File: src/sv/moisture_sensor_averager_unit_defines.svh
// Assertion macros for the moisture sensor averager.
// Taken by `include in the RTL files that carry checks; no other dependencies.
`ifndef MOISTURE_SENSOR_AVERAGER_UNIT_DEFINES_SVH
`define MOISTURE_SENSOR_AVERAGER_UNIT_DEFINES_SVH
`ifndef SYNTHESIS
`define MSA_ASSERT(name, clk, rst, prop, msg) \
  name: assert property (@(posedge clk) disable iff (rst) prop) else $error(msg);
`define MSA_ASSERT_ALWAYS(name, clk, prop, msg) \
  name: assert property (@(posedge clk) prop) else $error(msg);
`else
`define MSA_ASSERT(name, clk, rst, prop, msg)
`define MSA_ASSERT_ALWAYS(name, clk, prop, msg)
`endif
`endif

File: src/sv/msa_pkg.sv
// Shared types and constants of the moisture sensor averager.
// No dependencies.
package msa_pkg;

  localparam int DIV_W   = 48;
  localparam int DCNT_W  = $clog2(DIV_W);

  // register indexes on the config port
  localparam logic [1:0] REG_WAIT_TICKS    = 2'd0;
  localparam logic [1:0] REG_WATER_READING = 2'd1;
  localparam logic [1:0] REG_AIR_READING   = 2'd2;

  // map target span and fit coefficients, scaled by 10000
  localparam logic [15:0] MAP_LO   = 16'd1320;
  localparam logic [31:0] MAP_SPAN = 32'd1853;
  localparam logic signed [DIV_W-1:0] FIT_NUM0 = 48'sd1781470205000;
  localparam logic [31:0] FIT_K1   = 32'd528797270;
  localparam logic [31:0] FIT_K2   = 32'd4288140;
  localparam logic [31:0] FIT_K3   = 32'd9414;
  localparam logic signed [DIV_W-1:0] FIT_DEN0 = 48'sd10000;
  localparam logic [6:0]  PCT_MAX  = 7'd100;

  typedef struct packed {
    logic [15:0] sum;
    logic [11:0] water;
    logic [11:0] air;
  } calc_req_t;

  typedef struct packed {
    logic       done;
    logic [6:0] percent;
  } calc_st_t;

endpackage

File: src/sv/msa_calc.sv
// Compute sequencer: average, calibration map and rational fit.
// One shared multiplier and one shared restoring divider. Uses msa_pkg and the defines header.
`include "moisture_sensor_averager_unit_defines.svh"

module msa_calc #(
  parameter int SAMPLE_COUNT = 10
) (
  input  logic              clk,
  input  logic              rst,
  input  logic              start,
  input  msa_pkg::calc_req_t req,
  output msa_pkg::calc_st_t  st
);

  localparam int W = msa_pkg::DIV_W;

  // floor(sum / SAMPLE_COUNT) as (sum * AVG_RECIP) >> AVG_SH, exact for 16-bit sums
  localparam int AVG_SH = 16 + $clog2(SAMPLE_COUNT);
  localparam logic [31:0] AVG_RECIP = 32'(((1 << AVG_SH) + SAMPLE_COUNT - 1) / SAMPLE_COUNT);

  localparam logic [3:0] S_IDLE    = 4'd0;
  localparam logic [3:0] S_AVG_MUL = 4'd1;
  localparam logic [3:0] S_MAP_MUL = 4'd2;
  localparam logic [3:0] S_MAP_LD  = 4'd3;
  localparam logic [3:0] S_MAP_DIV = 4'd4;
  localparam logic [3:0] S_MAP_FIN = 4'd5;
  localparam logic [3:0] S_SQ      = 4'd6;
  localparam logic [3:0] S_T1      = 4'd7;
  localparam logic [3:0] S_T2      = 4'd8;
  localparam logic [3:0] S_T3      = 4'd9;
  localparam logic [3:0] S_DEN     = 4'd10;
  localparam logic [3:0] S_FIT_LD  = 4'd11;
  localparam logic [3:0] S_FIT_DIV = 4'd12;
  localparam logic [3:0] S_FIT_FIN = 4'd13;

  logic [3:0]               state;
  logic [W-1:0]             dq;
  logic [W-1:0]             rem;
  logic [W-1:0]             dvs;
  logic [msa_pkg::DCNT_W-1:0] cnt;
  logic [W-1:0]             prod;
  logic [15:0]              m;
  logic [31:0]              sq;
  logic signed [W-1:0]      num;
  logic signed [W-1:0]      den;
  logic                     qneg;
  logic [6:0]               pct;
  logic                     done;

  logic [11:0]        avg;
  logic signed [12:0] diff;
  logic signed [12:0] span;
  logic [12:0]        diff_mag;
  logic [12:0]        span_mag;
  logic [31:0]        mul_a;
  logic [31:0]        mul_b;
  logic [63:0]        mul_p;
  logic [W:0]         rem_sh;
  logic [W:0]         rem_sub;
  logic               fits;
  logic               div_on;
  logic               div_ld;
  logic [W-1:0]       div_a;
  logic [W-1:0]       div_b;
  logic [W-1:0]       num_mag;
  logic [W-1:0]       den_mag;
  logic [15:0]        q16;

  // average is valid in prod during S_MAP_MUL
  assign avg      = prod[AVG_SH +: 12];
  assign diff     = signed'({1'b0, avg}) - signed'({1'b0, req.water});
  assign span     = signed'({1'b0, req.air}) - signed'({1'b0, req.water});
  assign diff_mag = diff[12] ? 13'(-diff) : 13'(diff);
  assign span_mag = span[12] ? 13'(-span) : 13'(span);
  assign num_mag  = num[W-1] ? W'(-num) : W'(num);
  assign den_mag  = den[W-1] ? W'(-den) : W'(den);
  assign q16      = dq[15:0];

  // shared multiplier operand select
  always_comb begin
    mul_a = '0;
    mul_b = '0;
    unique case (state)
      S_AVG_MUL: begin
        mul_a = 32'(req.sum);
        mul_b = AVG_RECIP;
      end
      S_MAP_MUL: begin
        mul_a = 32'(diff_mag);
        mul_b = msa_pkg::MAP_SPAN;
      end
      S_SQ: begin
        mul_a = 32'(m);
        mul_b = 32'(m);
      end
      S_T1: begin
        mul_a = 32'(m);
        mul_b = msa_pkg::FIT_K1;
      end
      S_T2: begin
        mul_a = 32'(m);
        mul_b = msa_pkg::FIT_K2;
      end
      S_T3: begin
        mul_a = sq;
        mul_b = msa_pkg::FIT_K3;
      end
      default: begin
        mul_a = '0;
        mul_b = '0;
      end
    endcase
  end

  assign mul_p = mul_a * mul_b;

  // divider step and load
  assign div_on  = (state == S_MAP_DIV) || (state == S_FIT_DIV);
  assign rem_sh  = {rem, dq[W-1]};
  assign fits    = rem_sh >= {1'b0, dvs};
  assign rem_sub = rem_sh - {1'b0, dvs};

  always_comb begin
    div_ld = 1'b0;
    div_a  = '0;
    div_b  = '0;
    unique case (state)
      S_MAP_LD: begin
        div_ld = 1'b1;
        div_a  = prod;
        div_b  = W'(span_mag);
      end
      S_FIT_LD: begin
        div_ld = (den != '0);
        div_a  = num_mag;
        div_b  = den_mag;
      end
      default: begin
        div_ld = 1'b0;
      end
    endcase
  end

  always_ff @(posedge clk) begin
    prod <= mul_p[W-1:0];
    if (div_ld) begin
      dq  <= div_a;
      dvs <= div_b;
      rem <= '0;
      cnt <= msa_pkg::DCNT_W'(W - 1);
    end else if (div_on) begin
      rem <= fits ? rem_sub[W-1:0] : rem_sh[W-1:0];
      dq  <= {dq[W-2:0], fits};
      cnt <= cnt - 1'b1;
    end
  end

  always_ff @(posedge clk) begin
    if (rst) begin
      state <= S_IDLE;
      done  <= 1'b0;
    end else begin
      done <= 1'b0;
      unique case (state)
        S_IDLE: begin
          if (start) state <= S_AVG_MUL;
        end
        S_AVG_MUL: state <= S_MAP_MUL;
        S_MAP_MUL: begin
          // equal calibration points map straight to the low end
          if (req.water == req.air) begin
            m     <= msa_pkg::MAP_LO;
            state <= S_SQ;
          end else begin
            qneg  <= diff[12] ^ span[12];
            state <= S_MAP_LD;
          end
        end
        S_MAP_LD: state <= S_MAP_DIV;
        S_MAP_DIV: begin
          if (cnt == '0) state <= S_MAP_FIN;
        end
        S_MAP_FIN: begin
          m     <= 16'((qneg ? 16'(~q16 + 16'd1) : q16) + msa_pkg::MAP_LO);
          state <= S_SQ;
        end
        S_SQ: state <= S_T1;
        S_T1: begin
          sq    <= prod[31:0];
          state <= S_T2;
        end
        S_T2: begin
          num   <= msa_pkg::FIT_NUM0 - signed'(prod);
          state <= S_T3;
        end
        S_T3: begin
          den   <= msa_pkg::FIT_DEN0 - signed'(prod);
          state <= S_DEN;
        end
        S_DEN: begin
          den   <= den + signed'(prod);
          state <= S_FIT_LD;
        end
        S_FIT_LD: begin
          if (den == '0) begin
            pct   <= '0;
            done  <= 1'b1;
            state <= S_IDLE;
          end else begin
            qneg  <= num[W-1] ^ den[W-1];
            state <= S_FIT_DIV;
          end
        end
        S_FIT_DIV: begin
          if (cnt == '0) state <= S_FIT_FIN;
        end
        S_FIT_FIN: begin
          if (qneg) begin
            pct <= '0;
          end else if (dq > W'(msa_pkg::PCT_MAX)) begin
            pct <= msa_pkg::PCT_MAX;
          end else begin
            pct <= dq[6:0];
          end
          done  <= 1'b1;
          state <= S_IDLE;
        end
        default: state <= S_IDLE;
      endcase
    end
  end

  assign st.done    = done;
  assign st.percent = pct;

  `MSA_ASSERT(a_start_idle, clk, rst, start |-> state == S_IDLE, "start while sequencer busy")
  `MSA_ASSERT(a_done_pulse, clk, rst, done |=> !done, "done longer than one cycle")
  `MSA_ASSERT(a_div_nonzero, clk, rst, div_on |-> dvs != '0, "divider running on zero divisor")

endmodule

File: src/sv/moisture_sensor_averager_unit.sv
// Top level of the moisture sensor averager: stream ports, phase control, sample sums.
// Uses msa_pkg, msa_calc and the defines header.
//
//  channel   | direction | transaction
//  s_*       | in        | one tick (tuser=0) or start request (tuser=1), ADC sample in tdata
//  m_*       | out       | one status word per input transaction
//  cfg_*     | in        | register write: index 0 wait_ticks, 1 water_reading, 2 air_reading
//
// A tick in the computing phase runs the shared multiply/divide sequencer: one
// reciprocal multiply for the average, two 48-step divides and the map and fit
// steps around them; s_tready stays low after that tick until the result word is
// loaded into the output. Equal calibration points skip the map divide, a zero fit divisor the fit one.
// A spare output word takes one status word while m_tready is low; a second waiting
// word holds off the input. Reset is synchronous; no clearing pass.
`include "moisture_sensor_averager_unit_defines.svh"

module moisture_sensor_averager_unit #(
  parameter int SAMPLE_COUNT = 10
) (
  input  logic        clk,
  input  logic        rst,
  input  logic        s_tvalid,
  output logic        s_tready,
  input  logic [15:0] s_tdata,   // [11:0] adc_sample, [15:12] zero
  input  logic        s_tuser,   // [0] cmd
  output logic        m_tvalid,
  input  logic        m_tready,
  output logic [15:0] m_tdata,   // [0] power_on, [1] busy_rejected, [2] done_res,
                                 // [9:3] moisture_percent, [15:10] zero
  input  logic        cfg_valid,
  output logic        cfg_ready,
  input  logic [1:0]  cfg_index,
  input  logic [31:0] cfg_data
);

  localparam int CNT_W = $clog2(SAMPLE_COUNT + 1);

  localparam logic [1:0] PH_IDLE    = 2'd0;
  localparam logic [1:0] PH_POWERUP = 2'd1;
  localparam logic [1:0] PH_MEASURE = 2'd2;
  localparam logic [1:0] PH_COMPUTE = 2'd3;

  logic [31:0]      wait_ticks;
  logic [11:0]      water_reading;
  logic [11:0]      air_reading;

  logic [1:0]       phase;
  logic [CNT_W-1:0] sample_count;
  logic [15:0]      sample_sum;
  logic [31:0]      ticks_since_sample;
  logic             power_level;
  logic [6:0]       percent_hold;
  logic             wait_calc;
  logic             emit_pend;
  logic             sk_valid;
  logic [15:0]      sk_data;

  logic [1:0]       phase_next;
  logic [CNT_W-1:0] sample_count_next;
  logic [15:0]      sample_sum_next;
  logic [31:0]      ticks_next;
  logic             power_next;
  logic             rejected;
  logic             start_calc;
  logic [31:0]      ticks_adv;
  logic             take;
  logic             s_acc;
  logic             out_free;
  logic [15:0]      status_word;

  msa_pkg::calc_req_t calc_req;
  msa_pkg::calc_st_t  calc_st;

  assign cfg_ready = 1'b1;
  assign out_free  = !m_tvalid || m_tready;
  assign s_tready  = !wait_calc && !emit_pend && !sk_valid;
  assign s_acc     = s_tvalid && s_tready;

  // saturating tick counter and sample decision for a measuring tick
  assign ticks_adv = (ticks_since_sample != '1) ? ticks_since_sample + 32'd1 : ticks_since_sample;
  assign take      = (sample_count < CNT_W'(SAMPLE_COUNT)) && (ticks_adv >= wait_ticks);

  always_comb begin
    phase_next        = phase;
    sample_count_next = sample_count;
    sample_sum_next   = sample_sum;
    ticks_next        = ticks_since_sample;
    power_next        = power_level;
    rejected          = 1'b0;
    start_calc        = 1'b0;
    if (s_tuser) begin
      if (phase == PH_IDLE) phase_next = PH_POWERUP;
      else rejected = 1'b1;
    end else begin
      unique case (phase)
        PH_IDLE: phase_next = PH_IDLE;
        PH_POWERUP: begin
          sample_sum_next   = '0;
          sample_count_next = '0;
          ticks_next        = '1;
          power_next        = 1'b1;
          phase_next        = PH_MEASURE;
        end
        PH_MEASURE: begin
          ticks_next = ticks_adv;
          if (take) begin
            ticks_next        = '0;
            sample_sum_next   = sample_sum + 16'(s_tdata[11:0]);
            sample_count_next = sample_count + 1'b1;
          end
          if (sample_count_next >= CNT_W'(SAMPLE_COUNT)) begin
            power_next = 1'b0;
            phase_next = PH_COMPUTE;
          end
        end
        PH_COMPUTE: start_calc = 1'b1;
        default: phase_next = PH_IDLE;
      endcase
    end
  end

  assign status_word = {6'd0, percent_hold, 1'b0, rejected, power_next};

  assign calc_req.sum   = sample_sum;
  assign calc_req.water = water_reading;
  assign calc_req.air   = air_reading;

  msa_calc #(
    .SAMPLE_COUNT(SAMPLE_COUNT)
  ) u_calc (
    .clk   (clk),
    .rst   (rst),
    .start (s_acc && start_calc),
    .req   (calc_req),
    .st    (calc_st)
  );

  always_ff @(posedge clk) begin
    if (rst) begin
      wait_ticks         <= 32'd100;
      water_reading      <= 12'd1320;
      air_reading        <= 12'd3173;
      phase              <= PH_IDLE;
      sample_count       <= '0;
      sample_sum         <= '0;
      ticks_since_sample <= '1;
      power_level        <= 1'b0;
      percent_hold       <= '0;
      wait_calc          <= 1'b0;
      emit_pend          <= 1'b0;
      sk_valid           <= 1'b0;
      m_tvalid           <= 1'b0;
    end else begin
      if (cfg_valid) begin
        unique case (cfg_index)
          msa_pkg::REG_WAIT_TICKS:    wait_ticks    <= cfg_data;
          msa_pkg::REG_WATER_READING: water_reading <= cfg_data[11:0];
          msa_pkg::REG_AIR_READING:   air_reading   <= cfg_data[11:0];
          default: ;
        endcase
      end

      if (s_acc) begin
        phase              <= phase_next;
        sample_count       <= sample_count_next;
        sample_sum         <= sample_sum_next;
        ticks_since_sample <= ticks_next;
        power_level        <= power_next;
        if (start_calc) wait_calc <= 1'b1;
      end else if (calc_st.done) begin
        // compute finished: store result, report on the next free output slot
        percent_hold <= calc_st.percent;
        phase        <= PH_IDLE;
        wait_calc    <= 1'b0;
        emit_pend    <= 1'b1;
      end

      // output stage: main word plus one spare word
      if (s_acc && !start_calc) begin
        if (out_free) begin
          m_tvalid <= 1'b1;
          m_tdata  <= status_word;
        end else begin
          sk_valid <= 1'b1;
          sk_data  <= status_word;
        end
      end else if (sk_valid && m_tready) begin
        m_tdata  <= sk_data;
        sk_valid <= 1'b0;
      end else if (emit_pend && out_free) begin
        m_tvalid  <= 1'b1;
        m_tdata   <= {6'd0, percent_hold, 1'b1, 1'b0, power_level};
        emit_pend <= 1'b0;
      end else if (m_tready) begin
        m_tvalid <= 1'b0;
      end
    end
  end

  `MSA_ASSERT(a_no_accept_busy, clk, rst, wait_calc |-> !s_tready, "input taken during compute")
  `MSA_ASSERT(a_power_measure, clk, rst, power_level |-> phase == PH_MEASURE, "power on outside measuring")
  `MSA_ASSERT(a_done_expected, clk, rst, calc_st.done |-> wait_calc, "compute result without request")
  `MSA_ASSERT(a_spare_behind, clk, rst, sk_valid |-> m_tvalid, "spare word without main word")

endmodule
File: config.mk
export PLATFORM = sky130hd
export DESIGN_NAME = moisture_sensor_averager_unit
export DESIGN_NICKNAME = d
export VERILOG_FILES = /design/src/sv/msa_pkg.sv /design/src/sv/msa_calc.sv /design/src/sv/moisture_sensor_averager_unit.sv
export VERILOG_INCLUDE_DIRS = /design/src /design/src/sv
export SDC_FILE = /design/constraint.sdc
export NUM_CORES = 2
export LEC_CHECK = 0
export ABC_AREA = 1
export ABC_CLOCK_PERIOD_IN_PS = 15100
export BUFFER_PORTS_ARGS = -buffer_cell sky130_fd_sc_hd__clkbuf_2
export CAP_MARGIN = 20
export CORE_UTILIZATION = 55
export DETAILED_ROUTE_END_ITERATION = 10
export PLACE_DENSITY = 0.76
export SYNTH_ARGS = -nofsm -noshare
export SYNTH_HDL_FRONTEND = slang
export SYNTH_SLANG_ARGS = --single-unit
File: constraint.sdc
create_clock -name clk -period 15.1 [get_ports clk]
set_input_delay 1.51 -clock clk [delete_from_list [all_inputs] [get_ports clk]]
set_output_delay 1.51 -clock clk [all_outputs]
set_load 0.01 [all_outputs]
---- Yosys cells after proc, flatten, opt, wreduce, memory -nomap -nowiden ----
Index checks and enable logic that the tools add are counted.
word-level totals
  flip-flop bits (word level) ............. 502
  input bits .............................. 56
  output and inout bits ................... 19
operators by class
  add/subtract/negate cells ............... 16
  multipliers ............................. 1
  order comparisons ....................... 5
  equality and inequality tests ........... 35
  muxes and demuxes ....................... 73
  bitwise gates (word level) .............. 7
  reduce and logical (&&, ||, !) cells .... 51
operators by type and width
  operator                                                         number
  one-hot mux 48 bit (2 select lines)                              3
  2-to-1 mux 48 bit                                                5
  one-hot mux 29 bit (6 select lines)                              1
  one-hot mux 32 bit (4 select lines)                              1
  2-to-1 mux 16 bit                                                7
  negation 48 bit                                                  2
  2-to-1 mux 32 bit                                                2
  one-hot mux 16 bit (2 select lines)                              2
  one-hot mux 32 bit (2 select lines)                              1
  one-hot mux 4 bit (13 select lines)                              1
  >= comparator 49 x 48 -> 1 bit                                   1
  adder 48 bit                                                     1
  greater-than comparator 48 x 7 -> 1 bit (second input constant)  1
  logical NOT 48 bit                                               1
  multiplier 32 x 29 -> 48 bit                                     1
  nonzero test 48 bit                                              1
  subtractor 15 x 48 -> 48 bit (first input constant)              1
  subtractor 42 x 48 -> 48 bit (first input constant)              1
  subtractor 48 bit                                                1
  adder 32 x 1 -> 32 bit (second input constant)                   1
  >= comparator 32 bit                                             1
  inequality test 32 bit (second input constant)                   1
  2-to-1 mux 4 bit                                                 7
  2-to-1 mux 13 bit                                                2
  44 further kinds                                                 142

---- Depth between registers and ports, before layout ----
  word-level depth ........................ 13
  mapped depth ............................ 51
  gate-level depth less buffers ........... 50

---- Modules after synthesis ----
A second synthesis with hierarchy kept.
second synthesis, totals
  cells, all modules ...................... 7581
  area total of the unflattened synthesis .. 57888.0 sq um
modules (own cells, without submodules)
  module                         instances  cells an instance  area each (sq um)  sequential area each (sq um)
  msa_calc                       1          6591               50353.3            9589.2
  moisture_sensor_averager_unit  1          990                7534.7             3012.9

---- Worst setup path after synthesis ----
No wires, ideal clock.
  path type ............................... register to register
  start point ............................. register u_calc.prod[20]
  end point ............................... register u_calc.prod[47]
  library setup time ...................... 121 ps
  arrival time ............................ 8407 ps
  path slack .............................. 6573 ps
  cell stages (with the launch flop) ...... 39
  buffers on the path ..................... 1
  clock period less this slack ............ 8527 ps
  path through ............................ dfxtp_1 > inv_1 > ha_1 > fa_1 > o21ai_2 > nand3_1 > nand3_2 > inv_2 > buf_4 > nand3b_1 > nand3_1 > nand2_1 > inv_1 > nor2_1 > inv_1 > fa_1 > inv_1 > fa_1 > (+3 left out) > fa_1 > inv_1 > fa_1 > fa_1 > inv_1 > fa_1 > inv_1 > ha_1 > nand2_1 > nor2_1 > inv_1 > nor4_1 > nand3_1 > nand3_1 > nand2_1 > o211ai_1 > a21oi_1 > xnor2_1
between the ends
  word-level cells in the longest chain between the ends .. 5
RTL lines
  what                                     line             text
  from (decl)                              msa_calc.sv:41   logic [W-1:0] prod;
  from (signal assigned)                   msa_calc.sv:145  prod <= mul_p[W-1:0];
  subtractor 12 x 12 -> 13 bit (*)         msa_calc.sv:71   assign diff = signed'({1'b0, avg}) - signed'({1'b0, req.water});
  negation 13 bit                          msa_calc.sv:73   assign diff_mag = diff[12] ? 13'(-diff) : 13'(diff);
  2-to-1 mux 13 bit (*)                    msa_calc.sv:73
  one-hot mux 32 bit (4 select lines) (*)  msa_calc.sv:83   unique case (state)
  multiplier 32 x 29 -> 48 bit (*)         msa_calc.sv:115  assign mul_p = mul_a * mul_b;
  net u_calc.mul_p[47]                     msa_calc.sv:57   logic [63:0] mul_p;
The timed path passes the listed nets; every way through them passes the cells marked *.
A chain may end at the register's enable or synchronous reset.

---- Final worst setup path ----
  start point ............................. register u_calc.prod[20]
  end point ............................... register u_calc.prod[38]
The elaborated chain is that of the path after synthesis.

==> qor.csv <==
stage;metric;value;unit
sta;fmax;89.2;MHz
clock_network;CTS resizes;0;
yosys;Synth Instances;7061;
setup_path;Critical Path AT;11770;ps
clock_network;CTS buffer count;52;
sta;TNS Setup;0;ps
cells_and_area;Seq. cell area;12600;um2
pwr;leakage;29.0;nW
setup_path;most frequent CP cell;fa_1;
floorplanning;Starting Density;0.555;
grt;pin count of the biggest net entering global routing;73;
drt;initial DRC count;4785;
setup_path;Max FO, Critical Path;11;
grt;number of global-route vias before repair;47400;
sta;max-slew violations;0;
setup_path;Worst EP required;15670;ps
cells_and_area;nets;8360;
setup_path;Largest stage delay, worst path;650;ps
cells_and_area;Area Growth Syn to Fin;7.86;%
floorplanning;Core Box Area;100000;um2
drt;DR WL/cell;19.9;um
placement;Port Buffers;63;
floorplanning;Die Y;320;um
pwr;Tot Pwr;9.75;mW
pwr;Pwr Density;163;nW/um2
grt;initial antenna violation count;2;
drt;via count;48600;
clock_network;CTS root buf;clkbuf_16;
placement;Post-DP HPWL;140000;um
drt;post-detailed-routing wire length;172000;um
yosys;FF+latch count, synth;496;
sta;Final WS setup;3890;ps
setup_path;CP max-delay cell;nand3_1;
clock_network;TritonCTS clock tree;done;
yosys;Synth top area share;0.219;
clock_network;clk slew on worst S/H paths;70;ps
sta;RSZ-0062 raised after global routing;no;
cells_and_area;Multi-input gate area;37700;um2
floorplanning;Die W;320;um
clock_network;post-cts hold buffer count;0;
setup_path;critical path class;register to register;
yosys;Top FF cell, synth;edfxtp_1;
sta;worst slew pin tran;1180;ps
cells_and_area;Fill cells;9090;
yosys;Post-synth EDFFs;267;
clock_network;Clk Latency, worst-skew pair;650;ps
floorplanning;DIE AREA;102000;um2
clock_network;Num Clock Sinks;496;
yosys;Mapped Avg Cell Area;7.87;um2
grt;first-pass GRT wire length;267000;um
clock_network;CTS Buffer Depth;3;
cells_and_area;commonest non-fill, non-tap cell in the layout;inv_1;
yosys;top post-synthesis cells by area;fa_1, edfxtp_1, inv_1, ha_1, nand2_1;
clock_network;H-tree levels;2;
drt;first-pass detailed-route iteration total;8;
grt;grt ovf;0;
grt;All-Layer GR Usage;0.338;
sta;Min Clock Period, post-route;11210;ps
run_status;status;completed;
sta;clock skew;29.3;ps
yosys;register area share after synthesis;0.227;
yosys;YS warnings;0;
floorplanning;IO Pins;75;
cells_and_area;share of cells above drive strength 1;0.0475;
placement;Placement Setup Slack;4320;ps
flow_run;Max Cap Violations;0;
worst_hold_path;Hold WC Path Type;register to register;
cells_and_area;Layout Cells excl Fill;8642;
sta;# setup viols final;0;
cells_and_area;design area;59900;um2
yosys;number of library cell types mapped by synthesis;81;
sta;Worst slew margin;0.204;
yosys;synthesized area;55600;um2
pwr;Max IR drop VDD;0.445;mV
clock_network;Post-CTS Setup Bufs;0;
drt;Via-to-Cell Ratio;5.62;
drt;Remaining DRCs;0;
placement;Area after DPL;58100;um2
placement;Inst Count DP;8541;
sta;final worst path period share;0.742;
setup_path;crit path capture type;register;
yosys;Post-synth ARST share;0;
cells_and_area;most frequent cells in the layout;inv_1, nand2_1, nor2_1;
drt;ANT nets after route;0;
sta;Fin. Hold Viols;0;
floorplanning;Rows;116;
yosys;dominant cell type by area after synthesis;fa_1;
placement;RePlAce Congestion;1.03;
setup_path;startpoint types;register;
-- registers in the layout, indices dropped and copies added, names as in the netlist, 2 cells and up --
register / count
u_calc.m: 16
u_calc.dvs: 48
u_calc.num: 48
percent_hold: 7
u_calc.cnt: 6
sample_sum: 16
wait_ticks: 32
u_calc.sq: 32
u_calc.den: 48
u_calc.prod: 48
u_calc.rem: 48
u_calc.state: 4
ticks_since_sample: 32
u_calc.dq: 48
phase: 2
sample_count: 4
water_reading: 12
sk_data: 9
u_calc.pct: 7
m_tdata: 10
air_reading: 12
-- logic make-up (layout without fill, tap and decap cells) --
| logic type | count (synthesis) | in the layout | share of synthesized area |
|---|---|---|---|
| adder cells (fa/ha/maj) | 1005 | 1005 | 0.308 |
| AO/OA/AOI/OAI | 1174 | 1174 | 0.121 |
| flip-flops | 496 | 496 | 0.227 |
| other | 2 | 226 | 0.000135 |
| buffers and inverters | 1609 | 1668 | 0.111 |
| multiplexers | 1 | 1 | 0.000203 |
| XOR/XNOR | 251 | 251 | 0.0398 |
| AND/OR/NAND/NOR | 2523 | 2523 | 0.193 |
-- metal layers --
metal | vias up | GRT usage | share of wire
met5 | - | 0 | 0.000070
met4 | 2 | 0.127 | 0.041
met3 | 382 | 0.0500 | 0.092
met2 | 2076 | 0.522 | 0.44
met1 | 23400 | 0.480 | 0.43
li1 | 22800 | - | -
-- power by group --
part           switching [mW]  internal [mW]
combinational            4.23           2.27
clock                   0.614          0.766
sequential              0.218           1.65
total                    5.07           4.68
-- worst max-delay path: cells and delay by family (launching register included) --
| family | cells | cell delay, ps |
|---|---|---|
| AOI/OAI and AO/OA | 3 | 880 |
| xor gates and xnor gates | 2 | 490 |
| DFF | 1 | 580 |
| and+or+nand+nor | 15 | 3360 |
| buffers and inverters | 8 | 630 |
| adders and majority gates | 11 | 5150 |
-- final timing paths --
path	from	to	slack [ps]	cells after the start
hold reg to reg	wait_ticks[26]	wait_ticks[26]	460	2
setup reg to reg	u_calc.prod[20]	u_calc.prod[38]	3890	39
hold / removal	wait_ticks[26]	wait_ticks[26]	460	2
setup / recovery	u_calc.prod[20]	u_calc.prod[38]	3890	39
-- per-stage QoR --
step / hold WS, ps / utilization
final: 462 / 0.599
after global placement: 450 / 0.580
after global routing: 483 / 0.598
after floorplan: 429 / -
after CTS: 466 / 0.598
after detailed placement: 452 / 0.580
-- cell type report --
type,instances,area share
diodes,1,0.0000418
clock buffers,68,0.0245
clock inverters,30,0.00543
inverters,1449,0.0908
multi-input cells,5179,0.629
flip-flops and latches,496,0.210
well taps,1298,0.0271
repair buffers,121,0.0132
-- synthesized netlist by cell type (25+ instances only) --
| library cell | number |
|---|---|
| nand2_1 | 1232 |
| xnor2_1 | 72 |
| nand4_1 | 59 |
| nor3_1 | 125 |
| o21ai_1 | 25 |
| nor4_1 | 40 |
| ha_1 | 398 |
| inv_2 | 26 |
| fa_1 | 607 |
| inv_1 | 1412 |
| o221ai_1 | 36 |
| a21oi_1 | 478 |
| xor2_1 | 177 |
| o211ai_1 | 48 |
| dfxtp_1 | 229 |
| o21ai_0 | 398 |
| clkbuf_1 | 94 |
| nor2_1 | 674 |
| nand3_1 | 260 |
| buf_2 | 35 |
| edfxtp_1 | 267 |
| a31oi_1 | 25 |
Note: power is estimated with default switching activity, not from simulation.
